===== config.mk =====
export PLATFORM = sky130hd
export DESIGN_NAME = bisection_cubic_root_finder
export DESIGN_NICKNAME = d
export VERILOG_FILES = /design/src/bcrf_pkg.sv /design/src/bisection_cubic_root_finder.sv
export VERILOG_INCLUDE_DIRS = /design/src /design/src/src
export SDC_FILE = /design/constraint.sdc
export NUM_CORES = 2
export LEC_CHECK = 0
export BUFFER_PORTS_ARGS = -buffer_cell sky130_fd_sc_hd__buf_2
export CORE_MARGIN = 10
export CORE_UTILIZATION = 61
export DETAILED_ROUTE_END_ITERATION = 16
export HOLD_SLACK_MARGIN = 0.02
export MAX_ROUTING_LAYER = met4
export PLACE_DENSITY = 0.77
export SLEW_MARGIN = 5
export SYNTH_ARGS = -nofsm -noshare
export SYNTH_HDL_FRONTEND = slang
export SYNTH_SLANG_ARGS = --single-unit

===== constraint.sdc =====
create_clock -name clock -period 13.46 [get_ports clock]
set_input_delay 2.019 -clock clock [delete_from_list [all_inputs] [get_ports clock]]
set_output_delay 2.019 -clock clock [all_outputs]
set_load 0.01 [all_outputs]

===== src/bisection_cubic_root_finder_macros.svh =====
// Assertion macros for the bisection cubic root finder.
`ifndef BISECTION_CUBIC_ROOT_FINDER_MACROS_SVH
`define BISECTION_CUBIC_ROOT_FINDER_MACROS_SVH

`ifndef SYNTHESIS
`define BCRF_ASSERT_SAME(label, clk, rst, ante, cons) \
   label: assert property (@(posedge clk) disable iff (rst) (ante) |-> (cons)) \
      else $error("bcrf assertion failed");
`define BCRF_ASSERT_NEXT(label, clk, rst, ante, cons) \
   label: assert property (@(posedge clk) disable iff (rst) (ante) |=> (cons)) \
      else $error("bcrf assertion failed");
`else
`define BCRF_ASSERT_SAME(label, clk, rst, ante, cons)
`define BCRF_ASSERT_NEXT(label, clk, rst, ante, cons)
`endif

`endif


===== src/bcrf_pkg.sv =====
// Types, codes and reset constants of the bisection cubic root finder.
package bcrf_pkg;

   localparam int MAX_ITER_DEFAULT  = 64;
   localparam int FRAC_BITS_DEFAULT = 16;

   localparam int CSR_INDEX_WIDTH = 3;
   localparam int CSR_DATA_WIDTH  = 32;

   localparam logic [CSR_INDEX_WIDTH-1:0] CSR_COEFF_CONSTANT = 3'd0;
   localparam logic [CSR_INDEX_WIDTH-1:0] CSR_COEFF_LINEAR   = 3'd1;
   localparam logic [CSR_INDEX_WIDTH-1:0] CSR_COEFF_SQUARE   = 3'd2;
   localparam logic [CSR_INDEX_WIDTH-1:0] CSR_COEFF_CUBE     = 3'd3;
   localparam logic [CSR_INDEX_WIDTH-1:0] CSR_TOLERANCE      = 3'd4;

   localparam logic signed [31:0] COEFF_CONSTANT_RESET = -32'sd196608;
   localparam logic signed [31:0] COEFF_LINEAR_RESET   = 32'sd277437;
   localparam logic signed [31:0] COEFF_SQUARE_RESET   = -32'sd88474;
   localparam logic signed [31:0] COEFF_CUBE_RESET     = 32'sd7646;
   localparam logic [31:0]        TOLERANCE_RESET      = 32'd66;

   localparam logic [1:0] STATUS_CONVERGED  = 2'd0;
   localparam logic [1:0] STATUS_EXACT_ZERO = 2'd1;
   localparam logic [1:0] STATUS_NO_CHANGE  = 2'd2;
   localparam logic [1:0] STATUS_ITER_LIMIT = 2'd3;

   localparam logic [1:0] SIGN_ZERO = 2'b00;
   localparam logic [1:0] SIGN_POS  = 2'b01;
   localparam logic [1:0] SIGN_NEG  = 2'b11;

   localparam logic signed [63:0] ACC_MAX = {1'b0, {63{1'b1}}};
   localparam logic signed [63:0] ACC_MIN = {1'b1, {63{1'b0}}};

   typedef struct packed {
      logic signed [31:0] left_end;
      logic signed [31:0] right_end;
   } req_type;

   typedef struct packed {
      logic signed [31:0] root;
      logic [6:0]         iterations;
      logic [31:0]        last_step;
      logic [1:0]         status;
   } rsp_type;

   typedef enum logic [3:0] {
      ST_IDLE,
      ST_MAG,
      ST_MUL_LO,
      ST_MUL_HI,
      ST_SUM,
      ST_SAT,
      ST_ADD,
      ST_DECIDE,
      ST_MID,
      ST_DONE
   } state_type;

   typedef enum logic [1:0] {
      EV_LOW,
      EV_HIGH,
      EV_MID
   } eval_type;

endpackage


===== src/bisection_cubic_root_finder.sv =====
// A cubic evaluation runs three Horner steps, each through ST_MAG, ST_MUL_LO, ST_MUL_HI, ST_SUM,
// ST_SAT and ST_ADD, then a sign decision. A search evaluates both ends, then for each of n
// bisection steps (n <= MAX_ITER) forms the midpoint in ST_MID and evaluates it; ST_DONE loads
// the output register once it is free. One item at a time: the next is taken in the cycle after
// the result loads. A single shared 32x32 multiplier is used twice a product.
// Reset (synchronous): control returns to idle, coefficients and tolerance to defaults.
`include "bisection_cubic_root_finder_macros.svh"

module bisection_cubic_root_finder #(
   parameter int MAX_ITER  = bcrf_pkg::MAX_ITER_DEFAULT,
   parameter int FRAC_BITS = bcrf_pkg::FRAC_BITS_DEFAULT
) (
   input  logic                                    clock,
   input  logic                                    reset,
   input  logic                                    req_valid,
   output logic                                    req_stall,
   input  bcrf_pkg::req_type                       req_data,
   output logic                                    rsp_valid,
   input  logic                                    rsp_stall,
   output bcrf_pkg::rsp_type                       rsp_data,
   input  logic                                    csr_write_enable,
   input  logic [bcrf_pkg::CSR_INDEX_WIDTH-1:0]    csr_index,
   input  logic [bcrf_pkg::CSR_DATA_WIDTH-1:0]     csr_wdata
);

   localparam logic [95:0] ROUND_MASK = {{(96-FRAC_BITS){1'b0}}, {FRAC_BITS{1'b1}}};

   // configuration
   logic signed [31:0] coeff_constant_ff, coeff_linear_ff, coeff_square_ff, coeff_cube_ff;
   logic [31:0]        tolerance_ff;

   // sequencer and datapath
   bcrf_pkg::state_type state_ff, state_in;
   bcrf_pkg::eval_type  eval_ff, eval_in;
   logic [1:0]          term_ff, term_in;
   logic signed [31:0]  low_ff, low_in, high_ff, high_in, prev_ff, prev_in, x_ff, x_in;
   logic [31:0]         xmag_ff, xmag_in;
   logic [1:0]          low_sign_ff, low_sign_in, high_sign_ff, high_sign_in;
   logic [6:0]          count_ff, count_in;
   logic signed [63:0]  acc_ff, acc_in;
   logic [63:0]         mag_ff, mag_in;
   logic                neg_ff, neg_in;
   logic [63:0]         plo_ff, plo_in, phi_ff, phi_in;
   logic [95:0]         sum_ff, sum_in;
   logic signed [63:0]  prod_ff, prod_in;
   logic [31:0]         step_ff, step_in;
   logic signed [31:0]  root_ff, root_in;
   logic [1:0]          status_ff, status_in;
   bcrf_pkg::rsp_type   rsp_ff, rsp_in;
   logic                rsp_valid_ff, rsp_valid_in;

   // combinational helpers
   logic               req_take;
   logic               rsp_free;
   logic [31:0]        mul_op;
   logic [63:0]        mul_res;
   logic [95:0]        qmag;
   logic               q_ovf;
   logic signed [31:0] coeff_sel;
   logic signed [64:0] add_wide;
   logic signed [32:0] mid_sum;
   logic [1:0]         acc_sign;
   logic               move_low, move_high;
   logic signed [32:0] diff;
   logic [32:0]        diff_abs;
   logic               converged, at_limit, no_change;

   function automatic logic same_sign(input logic [1:0] a, input logic [1:0] b);
      return (a != bcrf_pkg::SIGN_ZERO) && (a == b);
   endfunction

   assign req_take  = req_valid && !req_stall;
   assign req_stall = (state_ff != bcrf_pkg::ST_IDLE);
   assign rsp_valid = rsp_valid_ff;
   assign rsp_data  = rsp_ff;
   assign rsp_free  = !rsp_valid_ff || !rsp_stall;

   // shared multiplier: low half then high half of the accumulator magnitude
   assign mul_op  = (state_ff == bcrf_pkg::ST_MUL_LO) ? mag_ff[31:0] : mag_ff[63:32];
   assign mul_res = 64'(mul_op) * 64'(xmag_ff);

   assign qmag  = sum_ff >> FRAC_BITS;
   assign q_ovf = |qmag[95:63];

   always_comb begin
      case (term_ff)
         2'd0:    coeff_sel = coeff_square_ff;
         2'd1:    coeff_sel = coeff_linear_ff;
         default: coeff_sel = coeff_constant_ff;
      endcase
   end

   assign add_wide = {prod_ff[63], prod_ff} + {{33{coeff_sel[31]}}, coeff_sel};
   assign mid_sum  = {low_ff[31], low_ff} + {high_ff[31], high_ff};

   assign acc_sign = (acc_ff == '0) ? bcrf_pkg::SIGN_ZERO :
                     (acc_ff[63] ? bcrf_pkg::SIGN_NEG : bcrf_pkg::SIGN_POS);

   assign move_low  = same_sign(low_sign_ff, acc_sign);
   assign move_high = !move_low && same_sign(high_sign_ff, acc_sign);
   assign diff      = {x_ff[31], x_ff} - {prev_ff[31], prev_ff};
   assign diff_abs  = diff[32] ? 33'(-diff) : 33'(diff);
   assign converged = (diff_abs <= {1'b0, tolerance_ff});
   assign at_limit  = (count_ff >= 7'(MAX_ITER));
   assign no_change = same_sign(low_sign_ff, acc_sign);

   // next state
   always_comb begin
      state_in = state_ff;
      case (state_ff)
         bcrf_pkg::ST_IDLE:   if (req_take) state_in = bcrf_pkg::ST_MAG;
         bcrf_pkg::ST_MAG:    state_in = bcrf_pkg::ST_MUL_LO;
         bcrf_pkg::ST_MUL_LO: state_in = bcrf_pkg::ST_MUL_HI;
         bcrf_pkg::ST_MUL_HI: state_in = bcrf_pkg::ST_SUM;
         bcrf_pkg::ST_SUM:    state_in = bcrf_pkg::ST_SAT;
         bcrf_pkg::ST_SAT:    state_in = bcrf_pkg::ST_ADD;
         bcrf_pkg::ST_ADD: begin
            state_in = (term_ff == 2'd2) ? bcrf_pkg::ST_DECIDE : bcrf_pkg::ST_MAG;
         end
         bcrf_pkg::ST_DECIDE: begin
            case (eval_ff)
               bcrf_pkg::EV_LOW:  state_in = bcrf_pkg::ST_MAG;
               bcrf_pkg::EV_HIGH: state_in = no_change ? bcrf_pkg::ST_DONE : bcrf_pkg::ST_MID;
               default: begin
                  if (!(move_low || move_high) || converged || at_limit) begin
                     state_in = bcrf_pkg::ST_DONE;
                  end else begin
                     state_in = bcrf_pkg::ST_MID;
                  end
               end
            endcase
         end
         bcrf_pkg::ST_MID:    state_in = bcrf_pkg::ST_MAG;
         bcrf_pkg::ST_DONE:   if (rsp_free) state_in = bcrf_pkg::ST_IDLE;
         default:             state_in = bcrf_pkg::ST_IDLE;
      endcase
   end

   // datapath and outputs
   always_comb begin
      eval_in      = eval_ff;
      term_in      = term_ff;
      low_in       = low_ff;
      high_in      = high_ff;
      prev_in      = prev_ff;
      x_in         = x_ff;
      xmag_in      = xmag_ff;
      low_sign_in  = low_sign_ff;
      high_sign_in = high_sign_ff;
      count_in     = count_ff;
      acc_in       = acc_ff;
      mag_in       = mag_ff;
      neg_in       = neg_ff;
      plo_in       = plo_ff;
      phi_in       = phi_ff;
      sum_in       = sum_ff;
      prod_in      = prod_ff;
      step_in      = step_ff;
      root_in      = root_ff;
      status_in    = status_ff;
      rsp_in       = rsp_ff;
      rsp_valid_in = rsp_valid_ff && rsp_stall;
      case (state_ff)
         bcrf_pkg::ST_IDLE: begin
            if (req_take) begin
               low_in   = req_data.left_end;
               high_in  = req_data.right_end;
               prev_in  = req_data.left_end;
               x_in     = req_data.left_end;
               count_in = '0;
               step_in  = '0;
               eval_in  = bcrf_pkg::EV_LOW;
               term_in  = '0;
               acc_in   = 64'(coeff_cube_ff);
            end
         end
         bcrf_pkg::ST_MAG: begin
            mag_in  = acc_ff[63] ? 64'(-acc_ff) : 64'(acc_ff);
            xmag_in = x_ff[31] ? 32'(-x_ff) : 32'(x_ff);
            neg_in  = acc_ff[63] ^ x_ff[31];
         end
         bcrf_pkg::ST_MUL_LO: plo_in = mul_res;
         bcrf_pkg::ST_MUL_HI: phi_in = mul_res;
         bcrf_pkg::ST_SUM: begin
            // floor of a negative quotient: bias the magnitude before the shift
            sum_in = {phi_ff, 32'd0} + {32'd0, plo_ff} + (neg_ff ? ROUND_MASK : 96'd0);
         end
         bcrf_pkg::ST_SAT: begin
            if (neg_ff) begin
               prod_in = q_ovf ? bcrf_pkg::ACC_MIN : -$signed(qmag[63:0]);
            end else begin
               prod_in = q_ovf ? bcrf_pkg::ACC_MAX : $signed(qmag[63:0]);
            end
         end
         bcrf_pkg::ST_ADD: begin
            if (add_wide[64] != add_wide[63]) begin
               acc_in = add_wide[64] ? bcrf_pkg::ACC_MIN : bcrf_pkg::ACC_MAX;
            end else begin
               acc_in = add_wide[63:0];
            end
            term_in = term_ff + 2'd1;
         end
         bcrf_pkg::ST_DECIDE: begin
            case (eval_ff)
               bcrf_pkg::EV_LOW: begin
                  low_sign_in = acc_sign;
                  x_in        = high_ff;
                  eval_in     = bcrf_pkg::EV_HIGH;
                  term_in     = '0;
                  acc_in      = 64'(coeff_cube_ff);
               end
               bcrf_pkg::EV_HIGH: begin
                  high_sign_in = acc_sign;
                  if (no_change) begin
                     root_in   = '0;
                     status_in = bcrf_pkg::STATUS_NO_CHANGE;
                  end
               end
               default: begin
                  if (move_low || move_high) begin
                     if (move_low) begin
                        low_in      = x_ff;
                        low_sign_in = acc_sign;
                     end else begin
                        high_in      = x_ff;
                        high_sign_in = acc_sign;
                     end
                     step_in = diff_abs[31:0];
                     prev_in = x_ff;
                     root_in = x_ff;
                     if (converged) begin
                        status_in = bcrf_pkg::STATUS_CONVERGED;
                     end else if (at_limit) begin
                        status_in = bcrf_pkg::STATUS_ITER_LIMIT;
                     end
                  end else begin
                     // exact zero: keep the step of the previous move
                     root_in   = x_ff;
                     status_in = bcrf_pkg::STATUS_EXACT_ZERO;
                  end
               end
            endcase
         end
         bcrf_pkg::ST_MID: begin
            x_in     = mid_sum[32:1];
            count_in = count_ff + 7'd1;
            eval_in  = bcrf_pkg::EV_MID;
            term_in  = '0;
            acc_in   = 64'(coeff_cube_ff);
         end
         bcrf_pkg::ST_DONE: begin
            if (rsp_free) begin
               rsp_in.root       = root_ff;
               rsp_in.iterations = count_ff;
               rsp_in.last_step  = step_ff;
               rsp_in.status     = status_ff;
               rsp_valid_in      = 1'b1;
            end
         end
         default: ;
      endcase
   end

   // configuration registers
   always_ff @(posedge clock) begin
      if (reset) begin
         coeff_constant_ff <= bcrf_pkg::COEFF_CONSTANT_RESET;
         coeff_linear_ff   <= bcrf_pkg::COEFF_LINEAR_RESET;
         coeff_square_ff   <= bcrf_pkg::COEFF_SQUARE_RESET;
         coeff_cube_ff     <= bcrf_pkg::COEFF_CUBE_RESET;
         tolerance_ff      <= bcrf_pkg::TOLERANCE_RESET;
      end else if (csr_write_enable) begin
         case (csr_index)
            bcrf_pkg::CSR_COEFF_CONSTANT: coeff_constant_ff <= csr_wdata;
            bcrf_pkg::CSR_COEFF_LINEAR:   coeff_linear_ff   <= csr_wdata;
            bcrf_pkg::CSR_COEFF_SQUARE:   coeff_square_ff   <= csr_wdata;
            bcrf_pkg::CSR_COEFF_CUBE:     coeff_cube_ff     <= csr_wdata;
            bcrf_pkg::CSR_TOLERANCE:      tolerance_ff      <= csr_wdata;
            default: ;
         endcase
      end
   end

   // control state
   always_ff @(posedge clock) begin
      if (reset) begin
         state_ff     <= bcrf_pkg::ST_IDLE;
         eval_ff      <= bcrf_pkg::EV_LOW;
         term_ff      <= '0;
         count_ff     <= '0;
         rsp_valid_ff <= 1'b0;
      end else begin
         state_ff     <= state_in;
         eval_ff      <= eval_in;
         term_ff      <= term_in;
         count_ff     <= count_in;
         rsp_valid_ff <= rsp_valid_in;
      end
   end

   // payload
   always_ff @(posedge clock) begin
      low_ff       <= low_in;
      high_ff      <= high_in;
      prev_ff      <= prev_in;
      x_ff         <= x_in;
      xmag_ff      <= xmag_in;
      low_sign_ff  <= low_sign_in;
      high_sign_ff <= high_sign_in;
      acc_ff       <= acc_in;
      mag_ff       <= mag_in;
      neg_ff       <= neg_in;
      plo_ff       <= plo_in;
      phi_ff       <= phi_in;
      sum_ff       <= sum_in;
      prod_ff      <= prod_in;
      step_ff      <= step_in;
      root_ff      <= root_in;
      status_ff    <= status_in;
      rsp_ff       <= rsp_in;
   end

   `BCRF_ASSERT_NEXT(a_accept_starts_eval, clock, reset, req_take, state_ff == bcrf_pkg::ST_MAG)
   `BCRF_ASSERT_SAME(a_hi_after_lo, clock, reset, state_ff == bcrf_pkg::ST_MUL_HI, $past(state_ff) == bcrf_pkg::ST_MUL_LO)
   `BCRF_ASSERT_NEXT(a_third_term_decides, clock, reset, state_ff == bcrf_pkg::ST_ADD && term_ff == 2'd2, state_ff == bcrf_pkg::ST_DECIDE)
   `BCRF_ASSERT_SAME(a_count_bounded, clock, reset, 1'b1, count_ff <= 7'(MAX_ITER))
   `BCRF_ASSERT_SAME(a_no_change_empty, clock, reset, rsp_valid_ff && rsp_ff.status == bcrf_pkg::STATUS_NO_CHANGE, rsp_ff.iterations == 7'd0 && rsp_ff.root == 32'sd0)

endmodule


After elaboration in Yosys (flattened, before gate mapping)
Cells that the tools add are included.
{"block": "word_totals", "output_inout_bits": 75, "reg_bits": 896, "wordCells": 191}
{"block": "op_classes", "mux": 64, "n_bitwise": 3, "n_eq_ne": 29, "multipliers": 1, "addsub": 11, "n_lt_le_gt_ge": 2, "reduce_logical": 48}
{"op": "$mux 32", "count": 16}
{"op": "$mux 64", "count": 7}
{"op": "$pmux 32 s2", "count": 6}
{"op": "$pmux 64 s4", "count": 1}
{"op": "$neg 64->64", "count": 2}
{"op": "$add 96x16->96", "count": 1}
{"op": "$add 96x64->96", "count": 1}
{"op": "$pmux 32 s3", "count": 1}
{"op": "$add 64x32->65", "count": 1}
{"op": "$logic_not 64->1", "count": 1}
{"op": "$mul 32x32->64", "count": 1}
{"op": "$mux 63", "count": 1}
{"op": "$pmux 4 s10", "count": 1}
{"op": "$add 32x32->33", "count": 1}
{"op": "$le 33x32->1", "count": 1}
{"op": "$mux 33", "count": 1}
{"op": "$neg 33->33", "count": 1}
{"op": "$sub 32x32->33", "count": 1}
{"op": "$neg 32->32", "count": 1}
{"op": "$mux 31", "count": 1}
{"op": "$mux 2", "count": 13}
{"op": "$reduce_or 17->1", "count": 1}
{"op": "$eq 4x3->1 const B", "count": 4}
{"op": "$mux 16", "count": 1}
{"op": "other kinds (41)", "count": 92}

Depth between registers and ports, before layout
{"block": "depth", "depth_word": 13, "ltp_mapped": 35}

Worst setup path before layout
OpenSTA, ideal clock, no wires.
{"block": "synth_path", "path_kind": "reg2reg", "start": "register state_ff[2]", "end": "register phi_ff[57], data pin", "required_ns": 13.218, "t_arrival_ns": 10.449, "setup_slack_ns": 2.770, "period_less_slack_ns": 10.690, "path_stages_with_launch": 29, "setup_time_ns": 0.242, "cell_sequence": "dfxtp_1 clkbuf_1 nand2b_1 nor3_1 clkbuf_1 mux2_2 clkbuf_1 and2_1 fa_1 fa_1 inv_1 fa_1 fa_1 inv_1 fa_1 fa_1 fa_1 fa_1 ha_1 a2111oi_0 o21ai_0 o21a_1 nand4_1 nand3_1 a31oi_1 o21ai_0 a31o_2 o21a_1 a2111oi_0"}
{"block": "synth_between", "elab_chain_cells": 3}
{"item": "start, declared", "line_no": "bisection_cubic_root_finder.sv:33", "rtl": "bcrf_pkg::state_type state_ff, state_in;"}
{"item": "start signal, assigned", "line_no": "bisection_cubic_root_finder.sv:287", "rtl": "state_ff <= bcrf_pkg::ST_IDLE;"}
{"item": "start signal, assigned", "line_no": "bisection_cubic_root_finder.sv:293", "rtl": "state_ff <= state_in;"}
{"item": "$eq 4x2->1", "line_no": "bisection_cubic_root_finder.sv:79", "rtl": "assign mul_op = (state_ff == bcrf_pkg::ST_MUL_LO) ? mag_ff[31:0] : mag_ff[63:32];"}
{"item": "$mux 32", "line_no": "bisection_cubic_root_finder.sv:79"}
{"item": "$mul 32x32->64", "line_no": "bisection_cubic_root_finder.sv:80", "rtl": "assign mul_res = 64'(mul_op) * 64'(xmag_ff);"}
{"item": "net mul_res[57]", "line_no": "bisection_cubic_root_finder.sv:56", "rtl": "logic [63:0] mul_res;"}
{"item": "end signal, assigned", "line_no": "bisection_cubic_root_finder.sv:314", "rtl": "phi_ff <= phi_in;"}
{"item": "end, declared", "line_no": "bisection_cubic_root_finder.sv:43", "rtl": "logic [63:0] plo_ff, plo_in, phi_ff, phi_in;"}
The timed path passes the listed nets, and every way through them passes these cells.
A chain may end at the register's enable or synchronous reset.

Worst setup path in the final report
{"block": "layout_path", "start": "register state_ff[2]", "end": "register phi_ff[56], data pin"}
The elaborated chain is that of the path after synthesis.

==> results.cfg <==
[status]
status = completed

[finish]
layout_common_cells = nand2_1, inv_1, fa_1, edfxtp_1, and2_1
finalNetCount = 9549
drive_gt1_share_pct = 6.29
final_area_mm2 = 0.0847
fin_util_pct = 65.4
final_common_cell = nand2_1
synthToLayoutAreaGrowth_pct = 6.55

[cts]
cts_root_buf = clkbuf_16
cts_tree = built
clkLatencyLatePin_ns = 0.73
cts_buffer_depth = 3
clk_pin_slew_ns = 0.07
clock_sinks = 880
cts_hold_buf = 0
cts_setup_buffers = 0
postCtsResizedCells = 0
h-tree-depth = 3
numCtsBuffers = 91

[critical_path]
cp_max_fo = 32
end_kind = register
cp.arrival_ns = 10.96
max_stage_delay_ns = 0.72
crit_slowest_cell = mux2_2
reg2reg_slack_ns = 2.91
cp.required_ns = 13.87
crit_type = register to register
path_common_cell = fa_1
cp-start-kind = register

[floorplanning]
ios = 179
dieWidth_um = 381
start_util_pct = 61.4
core_mm2 = 0.129
num_rows = 132
dieArea_mm2 = 0.145
die_h_um = 381

[logic_synthesis]
syn_avg_cell_area_um2 = 9.80
synth-edff-count = 704
synth.area.mux_share_pct = 0.584
synth_top_family_by_area = adder cells
synth-xor-area-share_pct = 4.45
syn_inst = 8115
synth-simple-area-share_pct = 17.0
yosysWarningCount = 0
yosysSeqAreaShare_pct = 31.0
syn_nets = 9596
ys_ff_latch = 880
synthesis.area_mm2 = 0.0795
synth-compound-area-share_pct = 9.79
async_flop_share_pct = 0
yosys.area_share.adder_pct = 30.4
synth-main-ff-cell = edfxtp_1
ys_types = 101

[detailed_routing]
initialDrtViolationCount = 5959
drc_errors = 0
vias_per_cell = 6.03
num_vias = 59600
ant_nets = 0
wl_per_cell_um = 23.4
wl_um = 232000
dr.pass1.iters = 6

[placed_design]
post_dp_cell_area_mm2 = 0.0818
gp_congestion = 0.997
io_buffers = 178
hpwl_um = 176000

[flow_run]
max-cap-violations = 0

[global_route]
grt_pass1_wl_um = 359000
grtUsageTotal_pct = 32.7
grt_pass1_vias = 61400
grt_antenna_before_repair = 5
grt.overflow.total = 0
grt_max_degree = 101

[timing]
hold_viol_final = 0
final-max-slew-violation-count = 0
worst_pin_slew_ns = 1.45
period_share_pct = 78.4
tns_ns = 0
fmax_ghz = 0.0948
finalSetupViolCount = 0
grt_setup_unrepaired = false
period_minus_slack_ns = 10.55
relSlewSlack_pct = 3.10
skew_ns = 0.0545

[min_path]
hp-class = register to register
## stage by stage
step	std cells	worst slack (ns)	hold WS, ns
after floorplan	8115	2.77	0.400
after global placement	9717	2.97	0.401
after detailed placement	9717	2.97	0.405
after CTS	9884	2.98	0.415
after global routing	9885	2.42	0.422
final	9885	2.91	0.417
## cells by family after synthesis
kind of cell	after synthesis
buffers and inverters	1430
AOI/OAI and AO/OA	1233
xor gates and xnor gates	404
and+or+nand+nor	2729
adders and majority gates	1397
DFF	880
muxes	42
## metal layers
layer	vias to the layer above	track usage [%]	part of all wire (%)	routed length, um
met5	-	-	0	0
met4	0	11.6	3.9	9050
met3	500	5.64	9.3	21500
met2	2941	50.9	46	107000
met1	29600	43.3	41	93900
li1	26600	-	-	-
## worst max-delay path, delay by kind of cell, from the launching register on
kind | cells | cell delay [ns]
AO/OA/AOI/OAI | 9 | 2.98
adder cells (fa/ha/maj) | 9 | 4.52
buffers and inverters | 7 | 0.78
flip-flops | 1 | 0.40
multiplexers | 1 | 0.72
AND/OR/NAND/NOR | 3 | 0.75
## cell usage after synthesis, types with 176 or more instances
library cell / n / share of area, %
nand2_1: 1245 / 5.9
a21oi_1: 381 / 2.4
edfxtp_1: 704 / 27
inv_1: 1034 / 4.9
clkbuf_1: 386 / 1.8
o21ai_0: 279 / 1.8
and2_1: 684 / 5.4
dfxtp_1: 176 / 4.4
fa_1: 899 / 23
ha_1: 478 / 7.5
nor2_1: 240 / 1.1
xnor2_1: 259 / 2.9
## area by class of cell
class	instances	area, um^2
multi-input cells	5805	49600
flip-flops and latches	880	24700
clock inverters	50	482
well taps	1742	2180
fillers	10300	44800
diodes	1	2.50
inverters	1035	3880
repair buffers	255	1470
clock buffers	117	2480
## sequential cells by signal, summed over array words and instances, names as in the netlist, 4 cells and up
| register | flops |
|---|---|
| coeff_cube_ff | 32 |
| coeff_square_ff | 32 |
| x_ff | 32 |
| coeff_constant_ff | 32 |
| rsp_data | 73 |
| prev_ff | 32 |
| xmag_ff | 32 |
| acc_ff | 64 |
| prod_ff | 64 |
| root_ff | 32 |
| sum_ff | 80 |
| count_ff | 7 |
| low_ff | 32 |
| tolerance_ff | 32 |
| step_ff | 32 |
| state_ff | 4 |
| plo_ff | 64 |
| mag_ff | 64 |
| high_ff | 32 |
| phi_ff | 64 |
| coeff_linear_ff | 32 |
## path summary, 6_finish.rpt
check / startpoint / end / cells past startpoint
worst min-delay path: root_ff[31]$_SDFFCE_PN0P_ / rsp_data[72]$_DFFE_PP_ / 0
worst min register to register: root_ff[31]$_SDFFCE_PN0P_ / rsp_data[72]$_DFFE_PP_ / 0
worst max-delay path: state_ff[2]$_SDFFE_PP0P_ / phi_ff[56]$_DFFE_PP_ / 29
worst max register to register: state_ff[2]$_SDFFE_PP0P_ / phi_ff[56]$_DFFE_PP_ / 29
Power is left out: the tool's default activity adds up to more than one toggle a clock period on the data nets, which glitch-free logic cannot reach.
